<file path="config.mk">
export PLATFORM = sky130hd
export DESIGN_NAME = adjacency_matrix_graph_traversal_top_flat
export DESIGN_NICKNAME = d
export VERILOG_FILES = /design/src/rtl/amgt_pkg.sv /design/src/rtl/amgt_in_if.sv /design/src/rtl/amgt_out_if.sv /design/src/rtl/adjacency_matrix_graph_traversal_top.sv /design/src/rtl/amgt_graph_store.sv /design/src/flat_wrapper.sv
export SDC_FILE = /design/constraint.sdc
export NUM_CORES = 1
export LEC_CHECK = 0
export BUFFER_PORTS_ARGS = -buffer_cell sky130_fd_sc_hd__buf_4
export CAP_MARGIN = 25
export CORE_UTILIZATION = 33
export CTS_BUF_LIST = sky130_fd_sc_hd__clkbuf_8 sky130_fd_sc_hd__clkbuf_16
export DETAILED_ROUTE_END_ITERATION = 7
export PLACE_DENSITY = 0.58
export SYNTH_ARGS = -nofsm -noshare
export SYNTH_HDL_FRONTEND = slang
export SYNTH_HIERARCHICAL = 1
export SYNTH_SLANG_ARGS = --single-unit
</file>
<file path="constraint.sdc">
create_clock -name clk -period 6 [get_ports clk]
set_input_delay 0.6 -clock clk [delete_from_list [all_inputs] [get_ports clk]]
set_output_delay 0.6 -clock clk [all_outputs]
set_load 0.01 [all_outputs]
</file>
<file path="src/rtl/amgt_pkg.sv">
// Shared types and constants for the adjacency-matrix graph traversal block.
package amgt_pkg;

  localparam int MAX_VERTICES_DEF = 16;
  localparam int DATA_WIDTH_DEF   = 32;

  localparam int CFG_IDX_W  = 1;
  localparam int CFG_DATA_W = 5;
  localparam int VCOUNT_W   = 5;

  localparam logic [VCOUNT_W-1:0] VCOUNT_RST = 5'd16;

  localparam logic [CFG_IDX_W-1:0] REG_MODE   = 1'b0;
  localparam logic [CFG_IDX_W-1:0] REG_VCOUNT = 1'b1;

  localparam logic MODE_BFS = 1'b0;
  localparam logic MODE_DFS = 1'b1;

  typedef enum logic [1:0] {
    CMD_CLEAR    = 2'd0,
    CMD_ADD_EDGE = 2'd1,
    CMD_SET_DATA = 2'd2,
    CMD_RUN      = 2'd3
  } cmd_t;

  typedef enum logic [3:0] {
    ST_IDLE,
    ST_EDGE_RDA,
    ST_EDGE_WRA,
    ST_EDGE_RDB,
    ST_EDGE_WRB,
    ST_RUN_NEXT,
    ST_POP,
    ST_FETCH,
    ST_EMIT,
    ST_SCAN
  } state_t;

  typedef struct packed {
    logic clear;
    logic row_we;
    logic data_we;
  } store_ctl_t;

endpackage

</file>
<file path="src/rtl/amgt_in_if.sv">
// Input item channel: command, vertex pair and data word.
interface amgt_in_if #(
  parameter int VW = 4,
  parameter int DW = 32
) ();
  logic                 valid;
  logic                 ready;
  logic [1:0]           cmd;
  logic [VW-1:0]        first_vertex;
  logic [VW-1:0]        second_vertex;
  logic signed [DW-1:0] vertex_value;

  modport source (
    output valid, cmd, first_vertex, second_vertex, vertex_value,
    input  ready
  );
  modport sink (
    input  valid, cmd, first_vertex, second_vertex, vertex_value,
    output ready
  );
endinterface

</file>
<file path="src/rtl/amgt_out_if.sv">
// Result item channel: visited vertex, its data word and the last flag.
interface amgt_out_if #(
  parameter int VW = 4,
  parameter int DW = 32
) ();
  logic                 valid;
  logic                 ready;
  logic [VW-1:0]        visited_vertex;
  logic signed [DW-1:0] visited_value;
  logic                 last_visit;

  modport source (
    output valid, visited_vertex, visited_value, last_visit,
    input  ready
  );
  modport sink (
    input  valid, visited_vertex, visited_value, last_visit,
    output ready
  );
endinterface

</file>
<file path="src/rtl/adjacency_matrix_graph_traversal_top.sv">
// Undirected graph store with breadth-first or depth-first traversal. Add edge reads
// and rewrites the row of each end vertex in turn; a run walks every vertex
// below the vertex count in component order and emits one item per vertex. The
// adjacency row scan of a run checks one neighbor bit per cycle, and a run waits while
// the result channel stalls. The pending vertices of a run sit in a small ring/stack memory.
module adjacency_matrix_graph_traversal_top
  import amgt_pkg::*;
#(
  parameter int MAX_VERTICES = MAX_VERTICES_DEF,
  parameter int DATA_WIDTH   = DATA_WIDTH_DEF
) (
  input  logic                  clk,
  input  logic                  rst_n,
  amgt_in_if.sink               in_ch,
  amgt_out_if.source            out_ch,
  input  logic                  cfg_we,
  input  logic [CFG_IDX_W-1:0]  cfg_idx,
  input  logic [CFG_DATA_W-1:0] cfg_wdata
);

  localparam int VW = $clog2(MAX_VERTICES);
  localparam int CW = $clog2(MAX_VERTICES + 1);
  localparam int NW = (CW > VCOUNT_W) ? CW : VCOUNT_W;

  function automatic logic [VW-1:0] wrap_inc(input logic [VW-1:0] p);
    if (p == VW'(MAX_VERTICES - 1)) begin
      return '0;
    end
    return p + 1'b1;
  endfunction

  state_t                  state_r, state_nxt;
  logic                    mode_r;
  logic [VCOUNT_W-1:0]     vcount_r;
  logic [VW-1:0]           a_r, a_nxt;
  logic [VW-1:0]           b_r, b_nxt;
  logic [CW-1:0]           i_r, i_nxt;
  logic [CW-1:0]           j_r, j_nxt;
  logic [CW-1:0]           emit_cnt_r, emit_cnt_nxt;
  logic [VW-1:0]           head_r, head_nxt;
  logic [VW-1:0]           tail_r, tail_nxt;
  logic [CW-1:0]           pcount_r, pcount_nxt;
  logic [MAX_VERTICES-1:0] seen_r, seen_nxt;
  logic [MAX_VERTICES-1:0] row_r, row_nxt;
  logic                    out_valid_r, out_valid_nxt;
  logic [VW-1:0]           out_vertex_r, out_vertex_nxt;
  logic [DATA_WIDTH-1:0]   out_value_r, out_value_nxt;
  logic                    out_last_r, out_last_nxt;

  logic [VW-1:0]           pend_mem [MAX_VERTICES];
  logic [VW-1:0]           pend_rd_r;
  logic                    pend_re;
  logic [VW-1:0]           pend_raddr;
  logic                    push_en;
  logic [VW-1:0]           push_v;

  logic [CW-1:0]           n_w;
  logic                    in_fire;
  logic                    out_free;

  store_ctl_t              st_ctl;
  logic [VW-1:0]           st_wr_addr;
  logic [MAX_VERTICES-1:0] st_row_wdata;
  logic [VW-1:0]           st_rd_addr;
  logic [MAX_VERTICES-1:0] st_rd_row;
  logic [DATA_WIDTH-1:0]   st_rd_data;

  amgt_graph_store #(
    .MAX_VERTICES (MAX_VERTICES),
    .DATA_WIDTH   (DATA_WIDTH)
  ) u_store (
    .clk        (clk),
    .rst_n      (rst_n),
    .ctl        (st_ctl),
    .wr_addr    (st_wr_addr),
    .row_wdata  (st_row_wdata),
    .data_wdata (in_ch.vertex_value),
    .rd_addr    (st_rd_addr),
    .rd_row     (st_rd_row),
    .rd_data    (st_rd_data)
  );

  // Vertex count above the store size acts as the store size.
  always_comb begin
    if (NW'(vcount_r) > NW'(MAX_VERTICES)) begin
      n_w = CW'(MAX_VERTICES);
    end else begin
      n_w = CW'(vcount_r);
    end
  end

  assign in_ch.ready           = (state_r == ST_IDLE);
  assign in_fire               = in_ch.valid && in_ch.ready;
  assign out_free              = !out_valid_r || out_ch.ready;
  assign out_ch.valid          = out_valid_r;
  assign out_ch.visited_vertex = out_vertex_r;
  assign out_ch.visited_value  = out_value_r;
  assign out_ch.last_visit     = out_last_r;

  always_comb begin
    state_nxt      = state_r;
    a_nxt          = a_r;
    b_nxt          = b_r;
    i_nxt          = i_r;
    j_nxt          = j_r;
    emit_cnt_nxt   = emit_cnt_r;
    head_nxt       = head_r;
    tail_nxt       = tail_r;
    pcount_nxt     = pcount_r;
    seen_nxt       = seen_r;
    row_nxt        = row_r;
    out_vertex_nxt = out_vertex_r;
    out_value_nxt  = out_value_r;
    out_last_nxt   = out_last_r;
    out_valid_nxt  = (out_valid_r && out_ch.ready) ? 1'b0 : out_valid_r;
    st_ctl         = '0;
    st_wr_addr     = in_ch.first_vertex;
    st_row_wdata   = st_rd_row;
    st_rd_addr     = pend_rd_r;
    pend_re        = 1'b0;
    pend_raddr     = (mode_r == MODE_BFS) ? head_r : VW'(pcount_r - 1'b1);
    push_en        = 1'b0;
    push_v         = '0;

    unique case (state_r)
      ST_IDLE: begin
        if (in_fire) begin
          a_nxt = in_ch.first_vertex;
          b_nxt = in_ch.second_vertex;
          unique case (cmd_t'(in_ch.cmd))
            CMD_CLEAR: begin
              st_ctl.clear = 1'b1;
            end
            CMD_ADD_EDGE: begin
              if (int'(in_ch.first_vertex) < MAX_VERTICES &&
                  int'(in_ch.second_vertex) < MAX_VERTICES) begin
                state_nxt = ST_EDGE_RDA;
              end
            end
            CMD_SET_DATA: begin
              st_ctl.data_we = (int'(in_ch.first_vertex) < MAX_VERTICES);
            end
            CMD_RUN: begin
              seen_nxt     = '0;
              head_nxt     = '0;
              tail_nxt     = '0;
              pcount_nxt   = '0;
              i_nxt        = '0;
              emit_cnt_nxt = '0;
              state_nxt    = ST_RUN_NEXT;
            end
            default: ;
          endcase
        end
      end
      ST_EDGE_RDA: begin
        st_rd_addr = a_r;
        state_nxt  = ST_EDGE_WRA;
      end
      ST_EDGE_WRA: begin
        st_wr_addr    = a_r;
        st_row_wdata  = st_rd_row | (MAX_VERTICES'(1) << b_r);
        st_ctl.row_we = 1'b1;
        state_nxt     = ST_EDGE_RDB;
      end
      ST_EDGE_RDB: begin
        st_rd_addr = b_r;
        state_nxt  = ST_EDGE_WRB;
      end
      ST_EDGE_WRB: begin
        st_wr_addr    = b_r;
        st_row_wdata  = st_rd_row | (MAX_VERTICES'(1) << a_r);
        st_ctl.row_we = 1'b1;
        state_nxt     = ST_IDLE;
      end
      ST_RUN_NEXT: begin
        // Start a new component at the next unvisited vertex.
        if (i_r == n_w) begin
          state_nxt = ST_IDLE;
        end else if (seen_r[i_r[VW-1:0]]) begin
          i_nxt = i_r + 1'b1;
        end else begin
          seen_nxt[i_r[VW-1:0]] = 1'b1;
          push_en   = 1'b1;
          push_v    = i_r[VW-1:0];
          state_nxt = ST_POP;
        end
      end
      ST_POP: begin
        if (pcount_r == '0) begin
          state_nxt = ST_RUN_NEXT;
        end else begin
          pend_re    = 1'b1;
          pcount_nxt = pcount_r - 1'b1;
          if (mode_r == MODE_BFS) begin
            head_nxt = wrap_inc(head_r);
          end
          state_nxt = ST_FETCH;
        end
      end
      ST_FETCH: begin
        state_nxt = ST_EMIT;
      end
      ST_EMIT: begin
        // Hold until the output register is free.
        if (out_free) begin
          out_valid_nxt  = 1'b1;
          out_vertex_nxt = pend_rd_r;
          out_value_nxt  = st_rd_data;
          out_last_nxt   = (emit_cnt_r == n_w - 1'b1);
          emit_cnt_nxt   = emit_cnt_r + 1'b1;
          row_nxt        = st_rd_row;
          j_nxt          = '0;
          state_nxt      = ST_SCAN;
        end
      end
      ST_SCAN: begin
        if (j_r == n_w) begin
          state_nxt = ST_POP;
        end else begin
          if (row_r[j_r[VW-1:0]] && !seen_r[j_r[VW-1:0]]) begin
            seen_nxt[j_r[VW-1:0]] = 1'b1;
            push_en = 1'b1;
            push_v  = j_r[VW-1:0];
          end
          j_nxt = j_r + 1'b1;
        end
      end
      default: state_nxt = ST_IDLE;
    endcase

    if (push_en) begin
      pcount_nxt = pcount_r + 1'b1;
      if (mode_r == MODE_BFS) begin
        tail_nxt = wrap_inc(tail_r);
      end
    end
  end

  // Pending vertex memory: push at the tail (queue) or the top (stack).
  always_ff @(posedge clk) begin
    if (push_en) begin
      pend_mem[(mode_r == MODE_BFS) ? tail_r : pcount_r[VW-1:0]] <= push_v;
    end
    if (pend_re) begin
      pend_rd_r <= pend_mem[pend_raddr];
    end
  end

  always_ff @(posedge clk) begin
    if (!rst_n) begin
      state_r     <= ST_IDLE;
      mode_r      <= MODE_BFS;
      vcount_r    <= VCOUNT_RST;
      i_r         <= '0;
      j_r         <= '0;
      emit_cnt_r  <= '0;
      head_r      <= '0;
      tail_r      <= '0;
      pcount_r    <= '0;
      seen_r      <= '0;
      out_valid_r <= 1'b0;
    end else begin
      state_r     <= state_nxt;
      i_r         <= i_nxt;
      j_r         <= j_nxt;
      emit_cnt_r  <= emit_cnt_nxt;
      head_r      <= head_nxt;
      tail_r      <= tail_nxt;
      pcount_r    <= pcount_nxt;
      seen_r      <= seen_nxt;
      out_valid_r <= out_valid_nxt;
      if (cfg_we) begin
        unique case (cfg_idx)
          REG_MODE:   mode_r   <= cfg_wdata[0];
          REG_VCOUNT: vcount_r <= cfg_wdata[VCOUNT_W-1:0];
          default: ;
        endcase
      end
    end
  end

  always_ff @(posedge clk) begin
    a_r          <= a_nxt;
    b_r          <= b_nxt;
    row_r        <= row_nxt;
    out_vertex_r <= out_vertex_nxt;
    out_value_r  <= out_value_nxt;
    out_last_r   <= out_last_nxt;
  end

endmodule

</file>
<file path="src/rtl/amgt_graph_store.sv">
// Adjacency row memory and vertex data memory with per-entry valid bits.
module amgt_graph_store
  import amgt_pkg::*;
#(
  parameter int MAX_VERTICES = MAX_VERTICES_DEF,
  parameter int DATA_WIDTH   = DATA_WIDTH_DEF
) (
  input  logic                         clk,
  input  logic                         rst_n,
  input  store_ctl_t                   ctl,
  input  logic [$clog2(MAX_VERTICES)-1:0] wr_addr,
  input  logic [MAX_VERTICES-1:0]      row_wdata,
  input  logic [DATA_WIDTH-1:0]        data_wdata,
  input  logic [$clog2(MAX_VERTICES)-1:0] rd_addr,
  output logic [MAX_VERTICES-1:0]      rd_row,
  output logic [DATA_WIDTH-1:0]        rd_data
);

  logic [MAX_VERTICES-1:0] row_mem  [MAX_VERTICES];
  logic [DATA_WIDTH-1:0]   data_mem [MAX_VERTICES];

  logic [MAX_VERTICES-1:0] row_valid_r;
  logic [MAX_VERTICES-1:0] data_valid_r;
  logic                    row_ok_r;
  logic                    data_ok_r;
  logic [MAX_VERTICES-1:0] rd_row_r;
  logic [DATA_WIDTH-1:0]   rd_data_r;

  always_ff @(posedge clk) begin
    if (ctl.row_we) begin
      row_mem[wr_addr] <= row_wdata;
    end
    if (ctl.data_we) begin
      data_mem[wr_addr] <= data_wdata;
    end
    rd_row_r  <= row_mem[rd_addr];
    rd_data_r <= data_mem[rd_addr];
  end

  // An entry that was never written since the last clear reads as zero.
  always_ff @(posedge clk) begin
    if (!rst_n) begin
      row_valid_r  <= '0;
      data_valid_r <= '0;
      row_ok_r     <= 1'b0;
      data_ok_r    <= 1'b0;
    end else begin
      row_ok_r  <= row_valid_r[rd_addr];
      data_ok_r <= data_valid_r[rd_addr];
      if (ctl.clear) begin
        row_valid_r  <= '0;
        data_valid_r <= '0;
      end else begin
        if (ctl.row_we) begin
          row_valid_r[wr_addr] <= 1'b1;
        end
        if (ctl.data_we) begin
          data_valid_r[wr_addr] <= 1'b1;
        end
      end
    end
  end

  assign rd_row  = row_ok_r  ? rd_row_r  : '0;
  assign rd_data = data_ok_r ? rd_data_r : '0;

endmodule

</file>
<file path="src/flat_wrapper.sv">
// flat-port wrapper written by rule: the top's interface ports become plain ports
module adjacency_matrix_graph_traversal_top_flat import amgt_pkg::*;
#(
  parameter int MAX_VERTICES = MAX_VERTICES_DEF,
  parameter int DATA_WIDTH   = DATA_WIDTH_DEF
)
  (clk, rst_n, cfg_we, cfg_idx, cfg_wdata, in_ch_valid, in_ch_cmd, in_ch_first_vertex, in_ch_second_vertex, in_ch_vertex_value, in_ch_ready, out_ch_valid, out_ch_visited_vertex, out_ch_visited_value, out_ch_last_visit, out_ch_ready);
  amgt_in_if in_ch_i ();
  amgt_out_if out_ch_i ();
  input  logic clk;
  input  logic rst_n;
  input  logic cfg_we;
  input  logic [CFG_IDX_W-1:0] cfg_idx;
  input  logic [CFG_DATA_W-1:0] cfg_wdata;
  input wire logic [$bits(in_ch_i.valid)-1:0] in_ch_valid;
  input wire logic [$bits(in_ch_i.cmd)-1:0] in_ch_cmd;
  input wire logic [$bits(in_ch_i.first_vertex)-1:0] in_ch_first_vertex;
  input wire logic [$bits(in_ch_i.second_vertex)-1:0] in_ch_second_vertex;
  input wire logic [$bits(in_ch_i.vertex_value)-1:0] in_ch_vertex_value;
  output wire logic [$bits(in_ch_i.ready)-1:0] in_ch_ready;
  output wire logic [$bits(out_ch_i.valid)-1:0] out_ch_valid;
  output wire logic [$bits(out_ch_i.visited_vertex)-1:0] out_ch_visited_vertex;
  output wire logic [$bits(out_ch_i.visited_value)-1:0] out_ch_visited_value;
  output wire logic [$bits(out_ch_i.last_visit)-1:0] out_ch_last_visit;
  input wire logic [$bits(out_ch_i.ready)-1:0] out_ch_ready;
  assign in_ch_i.valid = in_ch_valid;
  assign in_ch_i.cmd = in_ch_cmd;
  assign in_ch_i.first_vertex = in_ch_first_vertex;
  assign in_ch_i.second_vertex = in_ch_second_vertex;
  assign in_ch_i.vertex_value = in_ch_vertex_value;
  assign in_ch_ready = in_ch_i.ready;
  assign out_ch_valid = out_ch_i.valid;
  assign out_ch_visited_vertex = out_ch_i.visited_vertex;
  assign out_ch_visited_value = out_ch_i.visited_value;
  assign out_ch_last_visit = out_ch_i.last_visit;
  assign out_ch_i.ready = out_ch_ready;
  adjacency_matrix_graph_traversal_top #(.MAX_VERTICES(MAX_VERTICES), .DATA_WIDTH(DATA_WIDTH)) u_core (.clk(clk), .rst_n(rst_n), .in_ch(in_ch_i), .out_ch(out_ch_i), .cfg_we(cfg_we), .cfg_idx(cfg_idx), .cfg_wdata(cfg_wdata));
endmodule
</file>
### Yosys cells after proc, flatten, opt, wreduce, memory -nomap -nowiden

Memory sizes are Yosys's and may differ from the RTL's. A register that Yosys moved wholly into a read port is not among the register bits.
Cells that the tools add are included.

* memories: 3
* register bits: 150
* input bits: 53
* logic and storage cells: 214
* output and inout port bits: 39
* memory bits (writable): 832

Memory list
* u_core.u_store.data_mem: depth 16, bits a word 32, rd ports 1, clocked after Yosys merged registers in 1, write ports 1, RTL line amgt_graph_store.sv:20 `logic [DATA_WIDTH-1:0] data_mem [MAX_VERTICES];`
* u_core.u_store.row_mem: depth 16, bits a word 16, rd ports 1, clocked after Yosys merged registers in 1, write ports 1, RTL line amgt_graph_store.sv:19 `logic [MAX_VERTICES-1:0] row_mem [MAX_VERTICES];`
* u_core.pend_mem: depth 16, bits a word 4, rd ports 1, clocked after Yosys merged registers in 1, write ports 1, RTL line adjacency_matrix_graph_traversal_top.sv:50 `logic [VW-1:0] pend_mem [MAX_VERTICES];`

* bitwise gates (word level): 8
* $lt $le $gt $ge: 8
* $add $sub $neg: 8
* eq/ne operators: 33
* mux-type cells: 100
* reduce and logical (&&, ||, !) cells: 31
* shift-type cells: 2

Operator list (count)
* $mux 16: 7
* $mux 4: 24
* $or 16x16->16: 6
* $mux 5: 10
* $pmux 16 s3: 1
* $pmux 4 s2: 5
* $pmux 5 s2: 4
* $mux 1: 37
* $pmux 4 s9: 1
* $pmux 16 s2: 1
* $shl 1x4->16 const A: 2
* $add 5x1->5 const B: 4
* $bmux 1 s4: 5
* $lt 4x5->1 const B: 4
* $eq 4x3->1 const B: 4
* $eq 4x4->1 const B: 4
* $eq 5x5->1: 3
* $reduce_and 5->1: 3
* $ne 2x2->1 const B: 7
* $demux 1 s4: 3
* $ge 4x1->1 const B: 3
* $sub 5x1->5 const B: 2
* $ne 3x3->1 const B: 3
* $add 4x1->4 const B: 2
* other kinds (23): 45

### Longest topological paths before layout

Gate-level depths: netlist of run 1.

* depth in word-level cells: 11
* mapped depth: 12
* mapped depth without buffers: 9

### By module

Netlist of run 1, hierarchy kept.

By module, submodules not included
* amgt_graph_store: times used 1, area each 31420.1 um^2, cells each 1434, seq. area each 24703.7 um^2
* adjacency_matrix_graph_traversal_top: times used 1, area each 8757.1 um^2, cells each 729, seq. area each 4974.8 um^2

### Worst setup path after synthesis of run 1

No wires, ideal clock.

* kind: flip-flop to flip-flop
* start point: register u_core.state_r[2]
* end point: memory u_core/u_store/data_mem[2][0] (netlist bit), enable pin
* arrival time: 4340 ps
* library setup time: 463 ps
* setup slack: 1197 ps
* period minus slack after synthesis: 4803 ps
* data required time: 5537 ps
* stages on the path, launching flop included: 11
* buffers on the path: 3
* path through: dfxtp_1 > clkbuf_1 > nand2b_1 > nor3_1 > clkbuf_1 > nor2_1 > nand2_1 > nand2_1 > clkbuf_1 > nand3b_1 > nor3_1

* elaborated cells between the ends (all ways): 9
* classes of those cells: eq/ne (2); mux (5); reduce/logical (2)

RTL lines
* from (decl): RTL line adjacency_matrix_graph_traversal_top.sv:32 `state_t state_r, state_nxt;`
* from (signal assigned): RTL line adjacency_matrix_graph_traversal_top.sv:264 `state_r <= state_nxt;`
* $eq 4x3->1 or $eq 4x2->1 (tied branches): RTL line adjacency_matrix_graph_traversal_top.sv:125 `unique case (state_r)`
* $pmux 4 s2 (*): RTL line adjacency_matrix_graph_traversal_top.sv:125
* named net u_core.st_wr_addr[0]: RTL line adjacency_matrix_graph_traversal_top.sv:62 `logic [VW-1:0] st_wr_addr;`
* to (decl): RTL line amgt_graph_store.sv:20

The timed path passes the listed nets; every way through them passes the cells marked *.

### Worst setup path in the final report of run 1

* start point: register u_core.state_r[1]
* end point: memory u_core/u_store/data_mem[9][25] (netlist bit), enable pin

The elaborated chain is that of the path after synthesis.

==> results.cfg, run 1 <==
[status]
outcome = completed

[floorplanning]
core_mm2 = 0.120
fp.dieW_um = 351
boundaryPins = 92
start_util = 0.334
num_rows = 127
die_h_um = 351
die_area_mm2 = 0.123

[global_routing]
grt_max_degree = 121
track_usage = 0.152
antenna_found_initial = 6
grt_pass1_wl_um = 139000
overflow = 0
grt_pass1_vias = 21656

[timing]
worst_slew_pin_slew_ns = 1.07
slew_headroom = 0.286
setup_violations = 0
fmax_mhz = 260
fin_skew_ns = 0.0448
slew_violations = 0
fin_crit_ns = 3.85
timing.final.crit_share = 0.641
tns_ns = 0
rsz0062_at_grt = no
hold_violations = 0

[cts]
cts_max_level = 3
cts_resized = 0
postCtsSetupRepairBufs = 0
clock_sinks = 1034
cts_max_path_buffers = 3
clock_latency_ns = 0.71
cts_tree = built
hold_buffers = 0
cts-root-buf = clkbuf_16
numCtsBuffers = 103
cts.reportedPaths.clkPinSlew_ns = 0.06

[yosys]
synth_most_common_cell = edfxtp_1
ys_async_sr_fraction = 0
synth_area_per_cell_um2 = 18.6
yosysSeqAreaShare = 0.739
ys_ff_latch = 1034
ys_top_cells_by_area = edfxtp_1 67%, mux4_2 11%, dfxtp_1 6.8%
synth_cells = 2163
synth-main-ff-cell = edfxtp_1
synth_common_cells = 897 x edfxtp_1, 204 x mux4_2, 137 x dfxtp_1
syn-cell-area_mm2 = 0.0402
netlist-cell-type-count = 63
yosys.area.top_type = edfxtp_1
synth_edf_count = 897
yosys_warnings = 6
syn_nets = 2230
yosysTopAreaCellShare = 0.670

[hold_path]
hold_path_class = in -> reg

[worst_setup_path]
path_max_fanout = 18
critPathCaptureType = flop
arrival_ns = 4.23
cp_slowest_stage_delay_ns = 0.73
crit_required_ns = 6.38
crit_top_cell = nand2_1
worst-path-buf-inv = 1
crit_type = reg -> reg
path_cells = nand2b_1, nor3_1, nor2_1, nand2_1, nand2_1, nand3b_1, nor2_4, buf_16
cp-start-kind = flop
critical_path.top_delay_family = simple AND/OR/NAND/NOR gates
crit_slowest_cell = nor2_4

[final_layout]
final_area_mm2 = 0.0469
nFillCells = 10758
nets = 2375
area_growth_pct = 16.8
final_layout_size_suffix_gt1_frac = 0.240
seq_area_mm2 = 0.0297
multiInputGateArea_mm2 = 0.0100

[route]
drc_errors = 0
firstDrtPassIters = 5
final_antenna_net_count = 0
initialDrtViolationCount = 1868
wl_per_cell_um = 23.2
via_count = 20796
avgViaCountPerCell = 5.18
wl_um = 93000

[pwr]
p_per_area_mw_per_mm2 = 363
p_leak_nw = 15.6
peakVddDrop_uv = 280

[placement]
place_hpwl_um = 56700
io_buffers = 91
gp_congestion = 0.836
placed_cell_area_mm2 = 0.0432

[flow_run]
max_cap_viol_count = 0
-- per-stage QoR --
| step | setup WS (ns) | power (mW) | cells | utilization | hold WS [ns] |
|---|---|---|---|---|---|
| after floorplan | 1.20 | 9.72 | 2163 | - | 0.427 |
| after global placement | 2.13 | 10.4 | 3799 | 0.357 | 0.447 |
| after detailed placement | 2.16 | 10.4 | 3813 | 0.359 | 0.453 |
| after CTS | 2.12 | 17.2 | 4009 | 0.390 | 0.0984 |
| after global routing | 1.81 | 17.6 | 4011 | 0.390 | 0.111 |
| final | 2.15 | 17.0 | 4012 | 0.390 | 0.157 |
-- power breakdown --
part           internal (mW)  total (mW)  switching [mW]
Combinational          0.809        1.98            1.17
Sequential              8.13        8.25           0.116
Clock                   4.00        6.82            2.82
Total                   12.9        17.0            4.11
-- kinds of logic after synthesis --
group,count (synthesis),synth area share
buffers and inverters,138,0.0168
xor gates and xnor gates,20,0.00436
AOI/OAI and AO/OA,283,0.0525
muxes,295,0.137
and+or+nand+nor,379,0.0463
DFF,1034,0.739
adders and majority gates,14,0.00436
-- final timing paths --
check,from,to,slack (ns),cells after the start
setup reg to reg,u_core/state_r[1]$_SDFFE_PN0P_,u_core/u_store/data_mem[9][25]$_DFFE_PP_,2.15,8
hold reg to reg,u_core/u_store/row_valid_r[3]$_SDFFE_PP0P_,u_core/u_store/row_valid_r[3]$_SDFFE_PP0P_,0.47,1
setup / recovery,u_core/state_r[1]$_SDFFE_PN0P_,u_core/u_store/data_mem[9][25]$_DFFE_PP_,2.15,8
hold / removal,in_ch_second_vertex[0],u_core/b_r[0]$_DFFE_PP_,0.16,1
-- state kept, by name (all words and copies together) (netlist names), 5 cells and up --
signal	flops
u_core/emit_cnt_r	5
u_core/i_r	5
u_core/j_r	5
u_core/out_ch.visited_value	32
u_core/pcount_r	5
u_core/pend_mem	64
u_core/row_r	16
u_core/seen_r	16
u_core/u_store/data_mem	512
u_core/u_store/data_valid_r	16
u_core/u_store/rd_data_r	32
u_core/u_store/rd_row_r	16
u_core/u_store/row_mem	256
u_core/u_store/row_valid_r	16
u_core/vcount_r	5
-- area by class of cell --
cell class | instances | area share
clock buffer | 111 | 0.0573
clock inverter | 85 | 0.0212
sequential | 1034 | 0.632
tap | 1612 | 0.0430
antenna | 1 | 0.0000533
multi-input combinational | 991 | 0.214
inverter | 22 | 0.00179
timing repair buffer | 156 | 0.0302
-- cell usage in the layout (no fill, tap or decap), types with 14 or more instances in the layout --
master	instances
a21o_1	16
a21oi_1	23
a22o_1	20
a22oi_1	109
a32o_1	17
and2_1	50
buf_4	137
bufinv_16	17
clkbuf_16	103
clkinv_1	15
clkinv_2	16
dfxtp_1	137
edfxtp_1	897
ha_1	14
inv_1	37
mux2i_1	90
mux4_2	204
nand2_1	117
nand2b_1	15
nand3_1	27
nor2_1	62
nor3_1	14
o21a_1	34
o21ai_0	17
-- per-layer routing --
metal	up-vias	part of all wire	track usage
met2	631	0.49	0.253
met3	152	0.056	0.0259
met1	10974	0.43	0.202
met4	8	0.023	0.0459
li1	9031	-	-
met5	-	0.00058	0
(Power assumes the default switching activity.)
==> run 2, diff against run 1 <==
==> constraint.sdc (replaced) <==
create_clock -name clk -period 3.84 [get_ports clk]
set_input_delay 0.384 -clock clk [delete_from_list [all_inputs] [get_ports clk]]
set_output_delay 0.384 -clock clk [all_outputs]
set_load 0.01 [all_outputs]
==> run 2 against run 1 <==
Against the previous run:
- non-clock buffer count increased by 79
- sequential share of layout area decreased by 0.71 points
- register-to-register slack got worse by 1.8 ns
==> results.cfg, run 2 (synthesized netlist as in run 1, its figures left out) <==
[global_routing]
antenna_found_initial = 4
grt_pass1_wl_um = 139000
grt_pass1_vias = 21780
overflow = 0
grt_max_degree = 67
track_usage = 0.151

[pwr]
intPower_mw = 19.7
p_leak_nw = 15.9
clockPowerShare = 0.383
finalPower_mw = 26.1
combPwrFrac = 0.123
seqPwrFrac = 0.494
peakVddDrop_uv = 402
p_per_area_mw_per_mm2 = 550
p_switching_mw = 6.37
p_sw_frac = 0.244

[cts]
cts_max_level = 3
clock_sinks = 1034
cts_max_path_buffers = 3
cts-root-buf = clkbuf_16
clock_latency_ns = 0.75
cts_tree = built
numCtsBuffers = 103
cts.reportedPaths.clkPinSlew_ns = 0.06

[hold_path]
hold_path_class = in -> reg

[worst_setup_path]
crit_top_cell = buf_4
r2r_start = u_core/state_r[1]$_SDFFE_PN0P_
crit_required_ns = 4.17
cp-start-kind = flop
arrival_ns = 3.78
crit_type = reg -> reg
path_max_fanout = 22
cp_slowest_stage_delay_ns = 0.50
critPathCaptureType = flop
critPathLaunch = u_core/state_r[1]$_SDFFE_PN0P_
regToRegSetupSlack_ns = 0.39
cp-endpoint = u_core/u_store/data_mem[2][24]$_DFFE_PP_
crit_slowest_cell = nand3b_1
reg2reg_to = u_core/u_store/data_mem[2][24]$_DFFE_PP_
r2r_cells = 8
path_cells = nand2b_1, nor3_1, buf_4, a22oi_1, nand2_1, nand3b_1, nor3_4, buf_4

[placement]
dp.cells = 3850
gp_congestion = 0.848
io_buffers = 91
place_hpwl_um = 56400

[final_layout]
utilization = 0.395
final_cell_mix = 897 x edfxtp_1, 204 x mux4_2, 171 x buf_4
nets = 2454
layout_commonest_cell = edfxtp_1
multiInputGateArea_mm2 = 0.0101
area_growth_pct = 18.1
seq_area_mm2 = 0.0297
layout.cells.non_filler = 4093
final_layout_size_suffix_gt1_frac = 0.241
nFillCells = 10807
largest_register_ffs = 512
regMostFlops = u_core/u_store/data_mem

[route]
wl_per_cell_um = 22.9
final_antenna_net_count = 0
via_count = 20987
wl_um = 93500
drc_errors = 0
initialDrtViolationCount = 1893
firstDrtPassIters = 7
avgViaCountPerCell = 5.13

[floorplanning]
num_rows = 127
die_h_um = 351
core_mm2 = 0.120
start_util = 0.334
boundaryPins = 92
die_area_mm2 = 0.123
fp.dieW_um = 351

[timing]
slew_headroom = 0.324
slew_violations = 0
timing.final.crit_share = 0.898
rsz0062_at_grt = no
tns_ns = 0
timing.hold.ws_ns = 0.0441
fmax_mhz = 290
worst_slew_pin_slew_ns = 1.00
fin_crit_ns = 3.45
setup_violations = 0
hold_violations = 0
fin_skew_ns = 0.106

[flow_run]
max_cap_viol_count = 0

[status]
outcome = completed
[run 2: cell count changes in the layout (fill, tap and decap cells not counted), sizes merged]
cell         before  now
buf             155  191
bufinv           17    8
clkbuf          112  115
clkinv           40   47
clkinvlp         10    2
diode             1    3
dlygate4sd3       0   44
inv              40   46
[run 2: worst min path at each step]
stage                     slack [ns]                                        start  depth (start not counted)                                           to
final                           0.04                                 cfg_wdata[1]                          3              u_core/vcount_r[1]$_SDFFE_PN0P_
after detailed placement        0.45   u_core/u_store/row_valid_r[6]$_SDFFE_PP0P_                          1   u_core/u_store/row_valid_r[6]$_SDFFE_PP0P_
after floorplan                 0.43                u_core/pend_rd_r[0]$_DFFE_PP_                          0    u_core/out_ch.visited_vertex[0]$_DFFE_PP_
after global placement          0.45  u_core/u_store/data_valid_r[5]$_SDFFE_PP0P_                          1  u_core/u_store/data_valid_r[5]$_SDFFE_PP0P_
after CTS                      0.006                                 cfg_wdata[1]                          3              u_core/vcount_r[1]$_SDFFE_PN0P_
after global routing            0.03                                 cfg_wdata[1]                          3              u_core/vcount_r[1]$_SDFFE_PN0P_
[run 2: metrics by stage]
| step | instance area (µm²) | setup slack, ns |
|---|---|---|
| after floorplan | 40200 | -0.0913 |
| after global placement | 43500 | 0.513 |
| after detailed placement | 43500 | 0.440 |
| after CTS | 47500 | 0.453 |
| after global routing | 47500 | 0.224 |
| final | 47500 | 0.391 |
[run 2: area by class of cell]
type,count,share of cell area
Sequential cell,1034,0.625
Antenna cell,3,0.000158
Timing Repair Buffer,235,0.0448
Clock buffer,115,0.0578
Clock inverter,81,0.0155
Inverter,22,0.00177
Multi-Input combinational cell,991,0.212
Tap cell,1612,0.0425
[run 2: layer usage]
layer  GRT usage  wire length (µm)  vias up  part of all wire
met5           0                11        -           0.00012
met4      0.0422              1840        2             0.020
met3      0.0235              4620      136             0.049
met2       0.250             45700      637              0.49
met1       0.206             41300    11025              0.44
li1            -                 -     9187                 -
[run 2: critical path, delay by kind of cell (launching register included)]
kind            cells  cell delay, ns
buf+inv             2            0.69
flops               1            0.47
compound gates      1            0.11
simple gates        5            1.83
[run 2: timing repair]
item / 4_1_cts / 5_1_grt
gates resized for setup: 0 / 0
hold buffers: 44 / 0
buffers inserted: 0 / 0
hold endpoints to repair: 525 / 0
[run 2: power by group through the flow]
stage | combinational (mW) | clock [mW] | sequential (mW)
finish | 3.22 | 10.0 | 12.9
floorplan | 2.18 | 0 | 13.0
global placement | 3.17 | 0 | 13.1
global route | 3.47 | 10.7 | 12.9
detailed placement | 3.22 | 0 | 13.1
CTS | 3.27 | 10.2 | 12.9
==> run 3, diff against run 2 <==
--- a/config.mk
+++ b/config.mk
@@ -13,5 +13,4 @@
 export PLACE_DENSITY = 0.58
 export SYNTH_ARGS = -nofsm -noshare
 export SYNTH_HDL_FRONTEND = slang
-export SYNTH_HIERARCHICAL = 1
 export SYNTH_SLANG_ARGS = --single-unit
==> run 3 against run 2 <==
Against the previous run:
- final cell count is essentially flat
- combinational power grew 4%
- critical path type unchanged
- clock power is essentially flat
- largest cell class unchanged
- setup slack gained 0.13 ns
- synthesized cell count shrank 0.28%
==> results.cfg, run 3 <==
[route]
wl_um = 93200
firstDrtPassIters = 5
final_antenna_net_count = 0
avgViaCountPerCell = 5.09
initialDrtViolationCount = 1911
drc_errors = 0
wl_per_cell_um = 22.8
via_count = 20849

[placement]
io_buffers = 91
gp_congestion = 0.830
place_hpwl_um = 55300
place_ws_ns = 0.565

[timing]
postLayoutSetupSlackWorst_ns = 0.517
fin_crit_ns = 3.32
timing.final.crit_share = 0.865
worst_slew_pin_slew_ns = 0.982
rsz0062_at_grt = no
slew_headroom = 0.343
tns_ns = 0
fin_skew_ns = 0.0528
slew_violations = 0
fmax_mhz = 301
hold_violations = 0
setup_violations = 0

[yosys]
synth.mux.area_fraction = 0.167
synth_edf_count = 897
yosysTopAreaCellShare = 0.657
yosys.area.top_type = edfxtp_1
synthSimpleGateAreaFrac = 0.0442
netlist-cell-type-count = 80
synth_most_common_cell = edfxtp_1
synth-main-ff-cell = edfxtp_1
synth_top_family_by_area = multiplexers
syn-cell-area_mm2 = 0.0410
ys_async_sr_fraction = 0
syn_nets = 2224
synth_area_per_cell_um2 = 19.0
ys_ff_latch = 1034
synth_common_cells = 897 x edfxtp_1, 228 x mux4_2, 166 x mux2i_1
synth_compound_area_frac = 0.0366
synth_cells = 2157
yosys_warnings = 0
ys_top_cells_by_area = edfxtp_1 66%, mux4_2 13%, dfxtp_1 6.7%
yosysSeqAreaShare = 0.723
synth_fa_ha_area_frac = 0.00427
synth_xor_area_frac = 0.00555

[floorplanning]
fp.dieW_um = 355
boundaryPins = 92
start_util = 0.335
die_area_mm2 = 0.126
num_rows = 128
core_mm2 = 0.123
die_h_um = 355

[worst_setup_path]
crit_required_ns = 4.12
critPathCaptureType = flop
crit_type = reg -> reg
cp-start-kind = flop
r2r_cells = 6
path_max_fanout = 27
arrival_ns = 3.60

[hold_path]
hold_path_class = in -> reg
min_delay_path_depth = 1

[cts]
numCtsBuffers = 101
clock_sinks = 1034
cts_max_path_buffers = 3
clock_latency_ns = 0.69
cts.reportedPaths.clkPinSlew_ns = 0.06
cts_max_level = 3
cts-root-buf = clkbuf_16
cts_tree = built
cts_resized = 0

[global_routing]
track_usage = 0.148
grt_pass1_vias = 21874
overflow = 0
antenna_found_initial = 5
grt_max_degree = 50
grt_pass1_wl_um = 141000

[pwr]
peakVddDrop_uv = 390
clockPowerShare = 0.377
combPwrFrac = 0.130
intPower_mw = 19.6
p_per_area_mw_per_mm2 = 536
p_leak_nw = 16.2
p_sw_frac = 0.241
seqPwrFrac = 0.493
p_switching_mw = 6.21

[final_layout]
nets = 2449
final_layout_size_suffix_gt1_frac = 0.261
area_growth_pct = 17.4
final_cell_mix = 897 x edfxtp_1, 228 x mux4_2, 168 x buf_4
largest_register_ffs = 512
layout_commonest_cell = edfxtp_1
utilization = 0.393
regMostFlops = u_core.u_store.data_mem

[status]
outcome = completed

[flow_run]
max_cap_viol_count = 0
==> run 3: changes by cell type in the layout (fill, tap and decap cells not counted), moves of 12 or more <==
| cell | before | now |
|---|---|---|
| a21o_1 | 16 | 4 |
| a22o_1 | 20 | 7 |
| a22oi_1 | 109 | 5 |
| a31oi_1 | 9 | 28 |
| a32o_1 | 17 | 1 |
| and3_1 | 6 | 20 |
| mux2i_1 | 90 | 166 |
| mux4_2 | 204 | 228 |
| nand2_1 | 117 | 81 |
| nor2_1 | 62 | 46 |
| nor3_1 | 14 | 26 |
| o21bai_1 | 0 | 17 |
==> run 3: worst paths after layout <==
kind,from,end,slack [ns]
hold reg to reg,u_core.u_store.row_valid_r[12]$_SDFFE_PP0N_,u_core.u_store.row_valid_r[12]$_SDFFE_PP0N_,0.47
setup reg to reg,u_core.state_r[1]$_SDFFE_PN0P_,u_core.pend_mem[1][0]$_DFFE_PP_,0.52
setup / recovery,u_core.state_r[1]$_SDFFE_PN0P_,u_core.pend_mem[1][0]$_DFFE_PP_,0.52
hold / removal,in_ch_vertex_value[27],u_core.u_store.data_mem[13][27]$_DFFE_PP_,0.04
==> run 3: routing by layer <==
| layer | GRT usage | wire length (µm) | vias to the layer above |
|---|---|---|---|
| met3 | 0.0262 | 4980 | 133 |
| li1 | - | - | 9156 |
| met4 | 0.0317 | 1590 | 6 |
| met5 | 0 | 24 | - |
| met1 | 0.206 | 41500 | 10978 |
| met2 | 0.242 | 45100 | 576 |
==> run 3: power by group through the flow <==
stage | combinational (mW) | clock, mW | sequential, mW
detailed placement | 3.36 | 0 | 13.0
global route | 3.61 | 10.3 | 12.8
global placement | 3.32 | 0 | 13.0
floorplan | 2.42 | 0 | 12.9
CTS | 3.41 | 9.94 | 12.7
finish | 3.36 | 9.72 | 12.7
==> run 3: kinds of logic after synthesis <==
| kind of cell | Yosys count |
|---|---|
| buf+inv | 136 |
| flops | 1034 |
| fa+ha+maj | 14 |
| mux | 399 |
| xor+xnor | 26 |
| compound gates | 201 |
| simple gates | 347 |
==> run 3: timing repair <==
| action | CTS | global route |
|---|---|---|
| endpoints found under the hold margin | 482 | 0 |
| hold buffers | 43 | 0 |
| setup buffers | 0 | 0 |
==> run 3: through the flow <==
stage          std cells  total power [mW]  hold slack (ns)  area, µm²
4_1_cts             4090              26.1          0.00103      48100
5_1_grt             4096              26.7           0.0145      48200
3_3_place_gp        3856              16.3            0.441      44400
6_report            4097              25.8           0.0413      48200
3_5_place_dp        3856              16.3            0.453      44400
2_1_floorplan       2157              15.3            0.427      41000
==> run 3: final cells by class <==
type	count	area, µm²
antenna	2	5.00
clock buffer	119	2800
clock inverter	72	529
fill	10998	74400
inverter	18	68.8
multi-input combinational	987	10800
sequential	1034	29700
tap	1625	2030
timing repair buffer	240	2270
==> run 3: worst max-delay path, cell delays in order (launching register included) <==
cell and delay, ns:
dfxtp_1 0.58, nor2_1 0.32, and3_1 0.59, o211ai_2 0.32, a21oi_4 0.35, a21oi_4 0.22, nor3_1 0.56
